--- config.mk ---
export PLATFORM = sky130hd
export DESIGN_NAME = mfa_front
export DESIGN_NICKNAME = d
export VERILOG_FILES = /design/src/rtl/mfa_pkg.sv /design/src/rtl/mfa_front.sv
export SDC_FILE = /design/constraint.sdc
export NUM_CORES = 1
export LEC_CHECK = 0
export ABC_AREA = 1
export BUFFER_PORTS_ARGS = -buffer_cell sky130_fd_sc_hd__buf_4
export CAP_MARGIN = 5
export CORE_AREA = 2 2 397 399
export DETAILED_ROUTE_END_ITERATION = 16
export DIE_AREA = 0 0 399 401
export PLACE_DENSITY_LB_ADDON = 0.08
export RECOVER_POWER = 50
export SKIP_LAST_GASP = 1
export SLEW_MARGIN = 40
export SYNTH_ARGS = -nofsm -noshare
export SYNTH_HDL_FRONTEND = slang
export SYNTH_SLANG_ARGS = --single-unit
--- constraint.sdc ---
create_clock -name vclk -period 0.8
set_input_delay 0.04 -clock vclk [all_inputs]
set_output_delay 0.04 -clock vclk [all_outputs]
set_load 0.005 [all_outputs]
--- src/rtl/mfa_pkg.sv ---
// ---------------------------------------------------------------------------
// mfa_pkg
// Shared types and constants for the 256-bit Montgomery field ALU.
// ---------------------------------------------------------------------------
package mfa_pkg;

    localparam int LIMB_W      = 64;
    localparam int FIELD_W     = 256;
    localparam int QUEUE_DEPTH = 4;
    localparam int PIPE_STAGES = 32;

    // Action codes carried in the input word.
    localparam logic [1:0] ACT_ADD = 2'd0;
    localparam logic [1:0] ACT_SUB = 2'd1;
    localparam logic [1:0] ACT_MUL = 2'd2;
    localparam logic [1:0] ACT_SQR = 2'd3;

    // Configuration register indexes.
    localparam logic [2:0] REG_MOD0 = 3'd0;
    localparam logic [2:0] REG_MOD1 = 3'd1;
    localparam logic [2:0] REG_MOD2 = 3'd2;
    localparam logic [2:0] REG_MOD3 = 3'd3;
    localparam logic [2:0] REG_MINV = 3'd4;

    // Reset values: BN254 scalar field prime and its Montgomery constant.
    localparam logic [63:0] MOD0_RST = 64'd4891460686036598785;
    localparam logic [63:0] MOD1_RST = 64'd2896914383306846353;
    localparam logic [63:0] MOD2_RST = 64'd13281191951274694749;
    localparam logic [63:0] MOD3_RST = 64'd3486998266802970665;
    localparam logic [63:0] MINV_RST = 64'd14042775128853446655;

    typedef struct packed {
        logic [1:0]  action;
        logic [63:0] a_limb0;
        logic [63:0] a_limb1;
        logic [63:0] a_limb2;
        logic [63:0] a_limb3;
        logic [63:0] b_limb0;
        logic [63:0] b_limb1;
        logic [63:0] b_limb2;
        logic [63:0] b_limb3;
    } mfa_in_t;

    typedef struct packed {
        logic [63:0] result_limb0;
        logic [63:0] result_limb1;
        logic [63:0] result_limb2;
        logic [63:0] result_limb3;
    } mfa_out_t;

    typedef struct packed {
        logic is_mul;
        logic is_add;
    } mfa_ctl_t;

    typedef struct packed {
        mfa_ctl_t     ctl;
        logic [255:0] a;
        logic [255:0] b;
    } mfa_cls_t;

    typedef struct packed {
        logic [255:0] p;
        logic [63:0]  minv;
    } mfa_cfg_t;

endpackage

--- src/rtl/mfa_front.sv ---
// ---------------------------------------------------------------------------
// mfa_front
// Decodes the action of each input word into datapath controls.
// ---------------------------------------------------------------------------
module mfa_front (
    input  logic              in_valid,
    output logic              in_ready,
    input  mfa_pkg::mfa_in_t  in_data,
    output logic              push_valid,
    input  logic              push_ready,
    output mfa_pkg::mfa_cls_t push_data
);

    logic [255:0] op_a;
    logic [255:0] op_b;

    assign op_a = {in_data.a_limb3, in_data.a_limb2, in_data.a_limb1, in_data.a_limb0};
    assign op_b = {in_data.b_limb3, in_data.b_limb2, in_data.b_limb1, in_data.b_limb0};

    assign push_valid = in_valid;
    assign in_ready   = push_ready;

    // Square is a multiply with the first operand on both sides.
    always_comb
    begin
        push_data.ctl.is_mul = (in_data.action == mfa_pkg::ACT_MUL) ||
                               (in_data.action == mfa_pkg::ACT_SQR);
        push_data.ctl.is_add = (in_data.action == mfa_pkg::ACT_ADD);
        push_data.a          = op_a;
        push_data.b          = (in_data.action == mfa_pkg::ACT_SQR) ? op_a : op_b;
    end

endmodule

-- After elaboration in Yosys (flattened, before gate mapping)
Cells that the tools add are included.
- divide/modulo/power cells: 0
- shift-type cells: 0
- bitwise operators: 0
- magnitude comparators: 0
- add/sub/neg operators: 0
- eq/ne operators: 2
- reductions and logical operators: 2
- multipliers: 0
- multiplexer cells: 1
- operators by type and width (kind ; number):
    256-bit two-way mux ; 1
    2-bit equality test, second input constant ; 2
    2-bit zero test ; 1
    1-bit logical OR ; 1
- register bits: 0
- logic and storage cells: 5
- bits of input ports: 516
- memories: 0
- bits in latches: 0
- ROM bits: 0
- output and inout port bits: 516
- memory bits (writable): 0

-- Logic depth before layout (Yosys ltp)
- depth in word-level cells: 2
- depth in mapped cells: 6
- depth with buffers taken out: 3

-- Worst setup path after synthesis
OpenSTA, ideal clock, no wires.
- path kind: input -> output
- start point: input in_data[512] (netlist name)
- end point: output push_data[100] (netlist name)
- arrival: 0.653 ns
- buffers on the path: 3
- required time: 0.760 ns
- stages on the path: 6
- path slack: 0.107 ns
- cells stage by stage: buf_4 -> nand2_4 -> buf_6 -> buf_6 -> nand2_1 -> nand2_1
- RTL lines (item ; line ; RTL):
    start: declaration ; mfa_front.sv:8 ; input mfa_pkg::mfa_in_t in_data,
    end: declaration ; mfa_front.sv:11 ; output mfa_pkg::mfa_cls_t push_data

==> flow_results.org <==
** Timing
- The number of slew-limit violations in the final report is 0.
- Setup repair after global routing could not meet its margin everywhere.
- Based on the critical path, the design can be clocked at up to 0.888 GHz.
- Slew @ Worst Pin :: 0.248 ns
- The worst path in the final design needs a cycle of 1.13 ns, including I/O delays and setup.
- Once routing completed, OpenROAD measured the worst setup slack at -0.326 ns.
- In this run the tightest slew margin relative to its limit is 83.5%.
- Hold violation total from the final report :: 0
- Final number of setup-violating endpoints :: 258
- After layout, the worst path uses 141% of the clock period.

** Detailed routing
- Summed over all layers, the routed wires come to 100000 um.
- The detail route stage leaves a number of antenna-violating nets equal to 0.
- Summing over every cut layer, the via total after detailed routing is 10900.
- Detail-routed via count per cell :: 2.70
- After detailed routing, the average wire length per cell comes to 24.8 um.
- Drt first-iter violations :: 436
- Before antenna repair, the detailed router went through 4 iterations.
- For this run, design rule violations remaining after detail routing come to 0.

** GRT
- Antenna violations before repair :: 46
- Entering global routing, the biggest net connects 28 pins.
- Gr usage total :: 10.9%
- For this run the aggregate overflow at the end of global routing stands at 0.
- The first global-routing pass estimated 117000 um of wire.
- Number of global-route vias before repair :: 11200

** Power
- Across the VDD grid, the largest voltage drop is 161 uV.
- Internal power contribution :: 0.00646 W
- Fraction of power consumed by sequential logic :: 0%
- Static Leak :: 9.21 nW
- Total power draw :: 0.0121 W
- Sw Share :: 46.5%
- Switching power of the nets :: 0.00563 W
- The share of total power dissipated in the clock network is 0%.
- Dividing total power by cell area gives a power density of 620 nW/um^2.
- Of the total power, combinational logic draws 100.0%.

** Die
- Floorplan Core Area :: 156000 um^2
- 1032 I/O pins were placed.
- Vertical extent of the die :: 401 um
- The initial utilization of the core area, before any placement, comes to 3.73%.
- Number of core rows :: 145
- The die covers 160000 um^2.
- From left edge to right edge, the die measures 399 um.

** Final layout
- In the final layout, flip-flops and latches occupy 0 um^2.
- Filler Cells Inserted :: 18100
- Final non-filler cell total :: 4039
- Summing all non-filler instances in the final layout gives an area of 19500 um^2.
- From synthesis to final layout, the design area changed by 236%.
- Final-layout clock buffer total :: 0
- Of the cells placed in the final design, the portion with a size suffix greater than 1 is 80.8%.
- The net count of the finished layout is 2489.
- The design has 0 sequential cells.

** Placed design
- In this run the tool buffered the top-level ports with 1028 buffer cells.
- Weighted congestion reported at the end of routability-driven placement :: 0.801
- Including well taps, the total number of placed cells is 3934.
- In this run the cell area measured after placement is 14300 um^2.
- DP Wirelength :: 80800 um

** Setup path
- Worst path depth :: 8
- Capturing element of the worst setup path :: push_data[162]
- Of all nets on the critical path, the largest fanout is 8.
- Critical Path RT :: 0.76 ns
- Walking the worst path, the cells encountered are buf_16 > nand2_8 > buf_16 > buf_16 > clkbuf_16 > nand2_2 > nand2_2 > buf_6.
- Category of the critical setup timing path :: primary input to output pin
- Most frequent cell on the critical path :: sky130_fd_sc_hd__buf_16
- Signal arrival time at the worst endpoint :: 1.09 ns
- For this design, the slowest cell found on the critical path is sky130_fd_sc_hd__buf_16.
- Counting both buffers and inverters, the worst setup path holds a total of 5.
- The worst setup path is captured at an output pin.
- Broken down by cell family, the worst path's largest delay share belongs to buffers and inverters.
- The largest single stage delay on the critical path is 0.19 ns.
- Worst setup startpoint :: in_data[513]
- STA classifies the critical path startpoint as a primary input.

** Logic synthesis
- In the synthesized netlist, the number of instances is 1115.
- Sequential-to-total area share from yosys stat :: 0%
- The netlist uses 8 different library cells.
- Post-Synthesis Net Count :: 1631
- Total standard cell area after synthesis :: 5800 um^2
- Count of synthesis-stage warnings from yosys :: 0
- Dividing the synthesized area by the synthesized cell count gives 5.20 um^2.

** Run status
- Result of the run :: complete, but fails checks
- The checks that failed: negative setup slack.

** Flow run
- Number of maximum-capacitance constraint violations :: 0

** Worst hold path
- Tightest Hold Check Type :: primary input to output pin
- Along the worst hold path, the cell count comes to 0.
synth_stat cells (all sizes together):
cell type	n	share of area, %
clkbuf	3	0.19
nand3	256	22
nand2	513	33
buf	342	44
nor2	1	0.065
kinds of logic (layout without fill, tap and decap cells):
kind of cell / count (synthesis) / count (layout) / synth area share (%)
buffers and inverters: 345 / 1201 / 44.5
other: 0 / 10 / 0
and+or+nand+nor: 770 / 770 / 55.5
what timing repair did:
item,4_1_cts,5_1_grt
pin swaps,34,139
buffers inserted,32,17
gates resized for setup,299,623
setup endpoints to repair,258,258
hold buffers,0,0
hold endpoints to repair,0,0
gates cloned,18,39
layer usage:
layer / up-vias / part of all wire [%] / wire [um] / GRT usage, %
li1: 5034 / - / - / -
met1: 5184 / 39 / 38700 / 12.2
met2: 542 / 51 / 50900 / 19.8
met3: 92 / 8.9 / 8950 / 4.40
met4: 62 / 1.2 / 1210 / 1.08
met5: - / 0.48 / 479 / 0.424
cell type report:
| class | instances | area (um^2) | share of cell area (%) |
|---|---|---|---|
| repair buffers | 1201 | 11500 | 58.9 |
| well taps | 2058 | 2570 | 13.2 |
| diodes | 10 | 25.0 | 0.128 |
| multi-input cells | 770 | 5410 | 27.8 |
stage by stage:
stage          util (%)  setup TNS (ns)  hold WS (ns)  setup WS (ns)
4_1_cts            10.4          -75.87        0.0804         -0.367
3_3_place_gp       9.22          -86.36        0.0804         -0.476
3_5_place_dp       9.22          -87.41        0.0804         -0.465
2_1_floorplan         -               0         0.161          0.107
6_report           12.5          -66.20        0.0801         -0.326
5_1_grt            12.5          -77.67        0.0801         -0.373
placed cells by master, fill, tap and decap left out:
cell	netlist	final
sky130_fd_sc_hd__nand3_2	0	62
sky130_fd_sc_hd__buf_16	0	24
sky130_fd_sc_hd__diode_2	0	10
sky130_fd_sc_hd__nand2_8	0	1
sky130_fd_sc_hd__nand2_1	512	196
sky130_fd_sc_hd__clkbuf_4	0	91
sky130_fd_sc_hd__clkbuf_1	3	36
sky130_fd_sc_hd__nor2_4	0	1
sky130_fd_sc_hd__buf_4	282	741
sky130_fd_sc_hd__clkbuf_16	0	34
sky130_fd_sc_hd__buf_6	25	206
sky130_fd_sc_hd__buf_8	0	25
sky130_fd_sc_hd__nand3_1	256	146
sky130_fd_sc_hd__nand3_4	0	48
sky130_fd_sc_hd__buf_12	0	44
sky130_fd_sc_hd__nand2_2	0	221
sky130_fd_sc_hd__nand2_4	1	95
worst min-delay path by stage:
stage,slack [ns],start,end
2_1_floorplan,0.16,push_ready,in_ready
3_3_place_gp,0.08,push_ready,in_ready
3_5_place_dp,0.08,push_ready,in_ready
4_1_cts,0.08,push_ready,in_ready
5_1_grt,0.08,push_ready,in_ready
6_report,0.08,push_ready,in_ready
power groups by stage:
| stage | Combinational (W) | Sequential (W) | Clock [W] |
|---|---|---|---|
| after global routing | 0.0128 | 0 | 0.000000000263 |
| final | 0.0121 | 0 | 0.00000000154 |
| after floorplan | 0.00292 | 0 | 0 |
| after global placement | 0.00910 | 0 | 0 |
| after detailed placement | 0.00902 | 0 | 0 |
| after CTS | 0.0104 | 0 | 0 |
Power figures use the tool's default switching activity.
