`src/rtl/mfa_pkg.sv`:
```
// ---------------------------------------------------------------------------
// mfa_pkg
// Shared types and constants for the 256-bit Montgomery field ALU.
// ---------------------------------------------------------------------------
package mfa_pkg;

    localparam int LIMB_W      = 64;
    localparam int FIELD_W     = 256;
    localparam int QUEUE_DEPTH = 4;
    localparam int PIPE_STAGES = 32;

    // Action codes carried in the input word.
    localparam logic [1:0] ACT_ADD = 2'd0;
    localparam logic [1:0] ACT_SUB = 2'd1;
    localparam logic [1:0] ACT_MUL = 2'd2;
    localparam logic [1:0] ACT_SQR = 2'd3;

    // Configuration register indexes.
    localparam logic [2:0] REG_MOD0 = 3'd0;
    localparam logic [2:0] REG_MOD1 = 3'd1;
    localparam logic [2:0] REG_MOD2 = 3'd2;
    localparam logic [2:0] REG_MOD3 = 3'd3;
    localparam logic [2:0] REG_MINV = 3'd4;

    // Reset values: BN254 scalar field prime and its Montgomery constant.
    localparam logic [63:0] MOD0_RST = 64'd4891460686036598785;
    localparam logic [63:0] MOD1_RST = 64'd2896914383306846353;
    localparam logic [63:0] MOD2_RST = 64'd13281191951274694749;
    localparam logic [63:0] MOD3_RST = 64'd3486998266802970665;
    localparam logic [63:0] MINV_RST = 64'd14042775128853446655;

    typedef struct packed {
        logic [1:0]  action;
        logic [63:0] a_limb0;
        logic [63:0] a_limb1;
        logic [63:0] a_limb2;
        logic [63:0] a_limb3;
        logic [63:0] b_limb0;
        logic [63:0] b_limb1;
        logic [63:0] b_limb2;
        logic [63:0] b_limb3;
    } mfa_in_t;

    typedef struct packed {
        logic [63:0] result_limb0;
        logic [63:0] result_limb1;
        logic [63:0] result_limb2;
        logic [63:0] result_limb3;
    } mfa_out_t;

    typedef struct packed {
        logic is_mul;
        logic is_add;
    } mfa_ctl_t;

    typedef struct packed {
        mfa_ctl_t     ctl;
        logic [255:0] a;
        logic [255:0] b;
    } mfa_cls_t;

    typedef struct packed {
        logic [255:0] p;
        logic [63:0]  minv;
    } mfa_cfg_t;

endpackage

```
`src/rtl/mfa_queue.sv`:
```
// ---------------------------------------------------------------------------
// mfa_queue
// Small FIFO between the decode front and the arithmetic pipeline.
// ---------------------------------------------------------------------------
module mfa_queue #(
    parameter int DEPTH = mfa_pkg::QUEUE_DEPTH
) (
    input  logic              clk,
    input  logic              rst_n,
    input  logic              push_valid,
    output logic              push_ready,
    input  mfa_pkg::mfa_cls_t push_data,
    output logic              pop_valid,
    input  logic              pop,
    output mfa_pkg::mfa_cls_t pop_data
);

    localparam int PTR_W = (DEPTH > 1) ? $clog2(DEPTH) : 1;
    localparam int CNT_W = $clog2(DEPTH + 1);

    mfa_pkg::mfa_cls_t entry_reg [DEPTH];
    logic [PTR_W-1:0]  wr_ptr_reg, wr_ptr_next;
    logic [PTR_W-1:0]  rd_ptr_reg, rd_ptr_next;
    logic [CNT_W-1:0]  count_reg, count_next;
    logic              do_push;

    assign push_ready = (count_reg != CNT_W'(DEPTH));
    assign pop_valid  = (count_reg != '0);
    assign do_push    = push_valid && push_ready;
    assign pop_data   = entry_reg[rd_ptr_reg];

    always_comb
    begin
        wr_ptr_next = wr_ptr_reg;
        rd_ptr_next = rd_ptr_reg;
        count_next  = count_reg;
        if (do_push)
        begin
            wr_ptr_next = (wr_ptr_reg == PTR_W'(DEPTH - 1)) ? '0 : wr_ptr_reg + 1'b1;
        end
        if (pop)
        begin
            rd_ptr_next = (rd_ptr_reg == PTR_W'(DEPTH - 1)) ? '0 : rd_ptr_reg + 1'b1;
        end
        if (do_push && !pop)
        begin
            count_next = count_reg + 1'b1;
        end
        else if (!do_push && pop)
        begin
            count_next = count_reg - 1'b1;
        end
    end

    always_ff @(posedge clk or negedge rst_n)
    begin
        if (!rst_n)
        begin
            wr_ptr_reg <= '0;
            rd_ptr_reg <= '0;
            count_reg  <= '0;
        end
        else
        begin
            wr_ptr_reg <= wr_ptr_next;
            rd_ptr_reg <= rd_ptr_next;
            count_reg  <= count_next;
        end
    end

    always_ff @(posedge clk)
    begin
        if (do_push)
        begin
            entry_reg[wr_ptr_reg] <= push_data;
        end
    end

endmodule

```
`config.mk`:
```
export PLATFORM = sky130hd
export DESIGN_NAME = mfa_queue
export DESIGN_NICKNAME = d
export VERILOG_FILES = /design/src/rtl/mfa_pkg.sv /design/src/rtl/mfa_queue.sv
export SDC_FILE = /design/constraint.sdc
export NUM_CORES = 1
export LEC_CHECK = 0
export BUFFER_PORTS_ARGS = -buffer_cell sky130_fd_sc_hd__buf_2
export CAP_MARGIN = 25
export CORE_MARGIN = 2
export CORE_UTILIZATION = 40
export DETAILED_ROUTE_END_ITERATION = 10
export GPL_ROUTABILITY_DRIVEN = 0
export MAX_ROUTING_LAYER = met4
export PLACE_DENSITY_LB_ADDON = 0.25
export SYNTH_ARGS = -nofsm -noshare
export SYNTH_HDL_FRONTEND = slang
export SYNTH_SLANG_ARGS = --single-unit
```
`constraint.sdc`:
```
create_clock -name clk -period 13.76 [get_ports clk]
set_input_delay 2.064 -clock clk [delete_from_list [all_inputs] [get_ports clk]]
set_output_delay 2.064 -clock clk [all_outputs]
set_load 0.01 [all_outputs]
```
Word level (Yosys, flattened, before mapping):

Memory sizes are Yosys's and may differ from the RTL's.
Cells that the tools add are included.

* bits in registers: 7
* bits in writable memories: 2056
* bits of input ports: 518
* output and inout bits: 516
* word-level logic and storage cells: 24
* memories kept: 1

Memory list
* entry_reg: depth 4, bits a word 514, read ports 1, clocked after memory_dff 0, write ports 1, RTL line mfa_queue.sv:21 `mfa_pkg::mfa_cls_t entry_reg [DEPTH];`

* $add $sub $neg: 4
* equality and inequality tests: 3
* mux-type cells: 6
* reductions and logical operators: 7

Operators with widths (number)
* 3-bit 2-to-1 mux: 2
* 2-bit by 1-bit adder with 2-bit output (second input constant): 2
* 2-bit equality test (second input constant): 2
* 2-bit 2-to-1 mux: 2
* 3-bit by 1-bit adder with 3-bit output (second input constant): 1
* 1-bit logical AND: 3
* 3-bit inequality test (second input constant): 1
* 3-bit nonzero test: 1
* 3-bit by 1-bit subtractor with 3-bit output (second input constant): 1
* 1-bit logical NOT: 2
* 1-bit 2-to-1 mux: 2
* 2-bit nonzero test: 1

Logic depth before layout (Yosys ltp):

* depth in word-level cells: 6
* depth in mapped cells: 8
* gate-level depth less buffers: 8

Worst setup path before layout:

OpenSTA, ideal clock, no wires.

* kind: input to register
* start point: input port push_valid
* end point: memory entry_reg[1][0] (netlist name) (enable)
* library setup time: 946 ps
* data arrival time: 14037 ps
* required time: 12814 ps
* setup slack: -1222 ps
* stages on the path: 2
* path buffers: 0
* cells stage by stage: a21boi_1 > and2_1

* word-level cells in the longest chain between the ends: 3

RTL lines
* start: declaration: RTL line mfa_queue.sv:10 `input logic push_valid,`
* 1-bit logical AND: RTL line mfa_queue.sv:29 `assign do_push = push_valid && push_ready;`
* 1-bit 2-to-1 mux: RTL line mfa_queue.sv:73 `if (do_push)`
* 1-bit 2-to-1 mux (implied by the code): RTL line mfa_queue.sv:75 `entry_reg[wr_ptr_reg] <= push_data;`
* end: declaration: RTL line mfa_queue.sv:21

Every way passes these cells.

==> flow_summary.ini <==
[outcome]
status = finished, final reports clean

[die]
rows = 158
initial_core_util = 0.402
ios = 1034
fp.coreArea_um2 = 185000
die_area_um2 = 190000
die_height_um = 436
die_w_um = 436

[drt]
ant_nets = 0
routedWlPerCell_um = 26.0
via_per_inst = 5.14
routed-via-count = 33925
wl_mm = 172
dr.pass1.iters = 5
initialDrtViolationCount = 2319
drc_errors = 0

[clock_network]
cts_tree = built
cts_root_buffer = clkbuf_16
cts_sinks = 2063
post_cts_buffers = 0
htreeDepth = 4
clk_pin_slew_ns = 0.06
cts_hold_buf = 0
cts_made_buffers = 209
ctsResizeCount = 0
clk_latency_ns = 0.85
clock_path_buffers = 3

[sta]
worstMarginPinSlew_ns = 1.07
worst_slack_ns = 7.35
rsz0062_at_grt = no
fmaxAchievable_mhz = 156
fin_skew_ns = 0.0410
holdWs_ns = 0.512
hold_viol = 0
finalCritPeriodShare = 0.466
maxSlewViolCount = 0
min_period_ns = 6.41
fin_setup_tns_ns = 0
relSlewSlack = 0.286
setup_violations = 0

[setup_path]
cp.arrival_ns = 4.35
required_ns = 11.70
r2r_setup_slack_ns = 9.67
cp_slowest_cell = dfrtp_4
crit_start = rd_ptr_reg[0]$_DFFE_PN0P_
timing.rr.start = count_reg[0]$_DFFE_PN0P_
cpPeakStageDelay_ns = 0.96
path_max_fanout = 92
endpoint_kind = output port
worst-setup-path-type = register to output port
path_cells = buf_4 > buf_12 > mux4_2 > buf_2
cp-start-kind = register
r2r-end = entry_reg[3][69]$_DFFE_PP_
crit_end = pop_data[182]
rr_worst_depth = 5

[synth]
synth.distinct_cells = 18
syn_inst = 2722
yosysWarnings = 0
synth_area_per_cell_um2 = 27.4
ys_ff_latch = 2063
ys_seq_area_frac = 0.831
syn-num-nets = 3247
synth_area_um2 = 74500

[finish]
drive_gt1_frac = 0.460
fill_cells = 15101
postLayoutCoreUtil = 0.481
design_area_um2 = 89100
largest_register_ffs = 2056
layout.nets = 4411
area_growth_pct = 19.6
finalNonFillerCells = 6595

[power_and_ir_drop]
ir_worst_vdd_v = 0.000170
finalPower_mw = 19.7
leakagePower_nw = 29.7
powerDensity_nw_per_um2 = 221

[placed_design]
place_inst = 6155
port_buffers = 1033
place_ws_ns = 8.03
hpwlAfterDp_mm = 107
dpl-instance-area_um2 = 82500

[global_routing]
antenna_found_initial = 97
grt_pass1_vias = 34348
grt_use_total = 0.184
grt_max_degree = 137
grt_pass1_wl_mm = 246
overflow = 0

[worst_hold_path]
hold_path_class = register to register
hold_start = count_reg[2]$_DFFE_PN0P_
min_path_cells = 1

[job]
drv_cap = 0
power breakdown:
part | internal, mW | total [mW] | switching, mW
Clock | 3.03 | 5.35 | 2.32
Combinational | 2.40 | 5.77 | 3.37
Sequential | 8.30 | 8.58 | 0.283
Total | 13.7 | 19.7 | 5.97
logic make-up (layout without fill, tap and decap cells):
logic type | Yosys count | in the layout | synth area share
buffers and inverters | 119 | 1448 | 0.0109
DFF | 2063 | 2063 | 0.831
muxes | 519 | 519 | 0.156
adders and majority gates | 7 | 7 | 0.00128
and+or+nand+nor | 10 | 10 | 0.000671
other | 0 | 64 | 0
xor gates and xnor gates | 3 | 3 | 0.000353
AOI/OAI and AO/OA | 1 | 1 | 0.000101
placed cells by master, fill, tap and decap left out:
| cell | instances |
|---|---|
| clkinv_8 | 2 |
| clkbuf_1 | 68 |
| and2_4 | 4 |
| xnor2_1 | 1 |
| xor2_1 | 2 |
| mux4_2 | 514 |
| fa_1 | 1 |
| edfxtp_1 | 2056 |
| a21boi_1 | 1 |
| clkinv_2 | 25 |
| dfrtp_1 | 5 |
| buf_4 | 19 |
| dfrtp_4 | 2 |
| diode_2 | 64 |
| nand2_1 | 1 |
| inv_16 | 2 |
| ha_1 | 6 |
| clkinv_16 | 5 |
| buf_12 | 16 |
| clkbuf_16 | 213 |
| clkinv_1 | 39 |
| mux2_2 | 5 |
| inv_6 | 5 |
| nor2_1 | 4 |
| bufinv_16 | 10 |
| clkinvlp_4 | 5 |
| inv_1 | 4 |
| buf_2 | 1033 |
| clkinv_4 | 2 |
| or3_1 | 1 |
how the worst min path moves through the flow:
stage / to / slack, ns
floorplan: count_reg[2]$_DFFE_PN0P_ / 0.48
global placement: count_reg[2]$_DFFE_PN0P_ / 0.50
detailed placement: count_reg[2]$_DFFE_PN0P_ / 0.50
CTS: count_reg[2]$_DFFE_PN0P_ / 0.51
global route: count_reg[2]$_DFFE_PN0P_ / 0.54
finish: count_reg[2]$_DFFE_PN0P_ / 0.51
routing by layer:
layer  GRT usage  vias to the layer above  routed length, µm
li1            -                    14350                  -
met1       0.222                    18070              66400
met2       0.298                     1134              87700
met3      0.0496                      371              11400
met4      0.0675                        0               6200
met5           -                        -                  0
final cells by class:
| class | count | area (µm²) | area share |
|---|---|---|---|
| diodes | 64 | 160 | 0.00180 |
| multi-input cells | 540 | 11800 | 0.133 |
| clock buffers | 281 | 5590 | 0.0627 |
| flip-flops and latches | 2063 | 61900 | 0.695 |
| repair buffers | 1068 | 5630 | 0.0632 |
| well taps | 2480 | 3100 | 0.0348 |
| clock inverters | 95 | 893 | 0.0100 |
| inverters | 4 | 15.0 | 0.000168 |
critical path: cells and delay by family (launching register included):
family / cells / cell delay [ns]
buffers and inverters: 3 / 1.65
multiplexers: 1 / 0.61
flip-flops: 1 / 0.96
Yosys cell counts (all sizes together):
| cell | count | area, µm² |
|---|---|---|
| edfxtp | 2056 | 61700 |
| mux4 | 514 | 11600 |
| buf | 99 | 736 |
| clkbuf | 16 | 60.1 |
| dfrtp | 7 | 175 |
| ha | 6 | 75.1 |
| mux2 | 5 | 56.3 |
| and2 | 4 | 25.0 |
| inv | 4 | 15.0 |
| nor2 | 4 | 15.0 |
| xor2 | 2 | 17.5 |
| a21boi | 1 | 7.51 |
| fa | 1 | 20.0 |
| nand2 | 1 | 3.75 |
| or3 | 1 | 6.26 |
| xnor2 | 1 | 8.76 |
(Power assumes the default switching activity.)
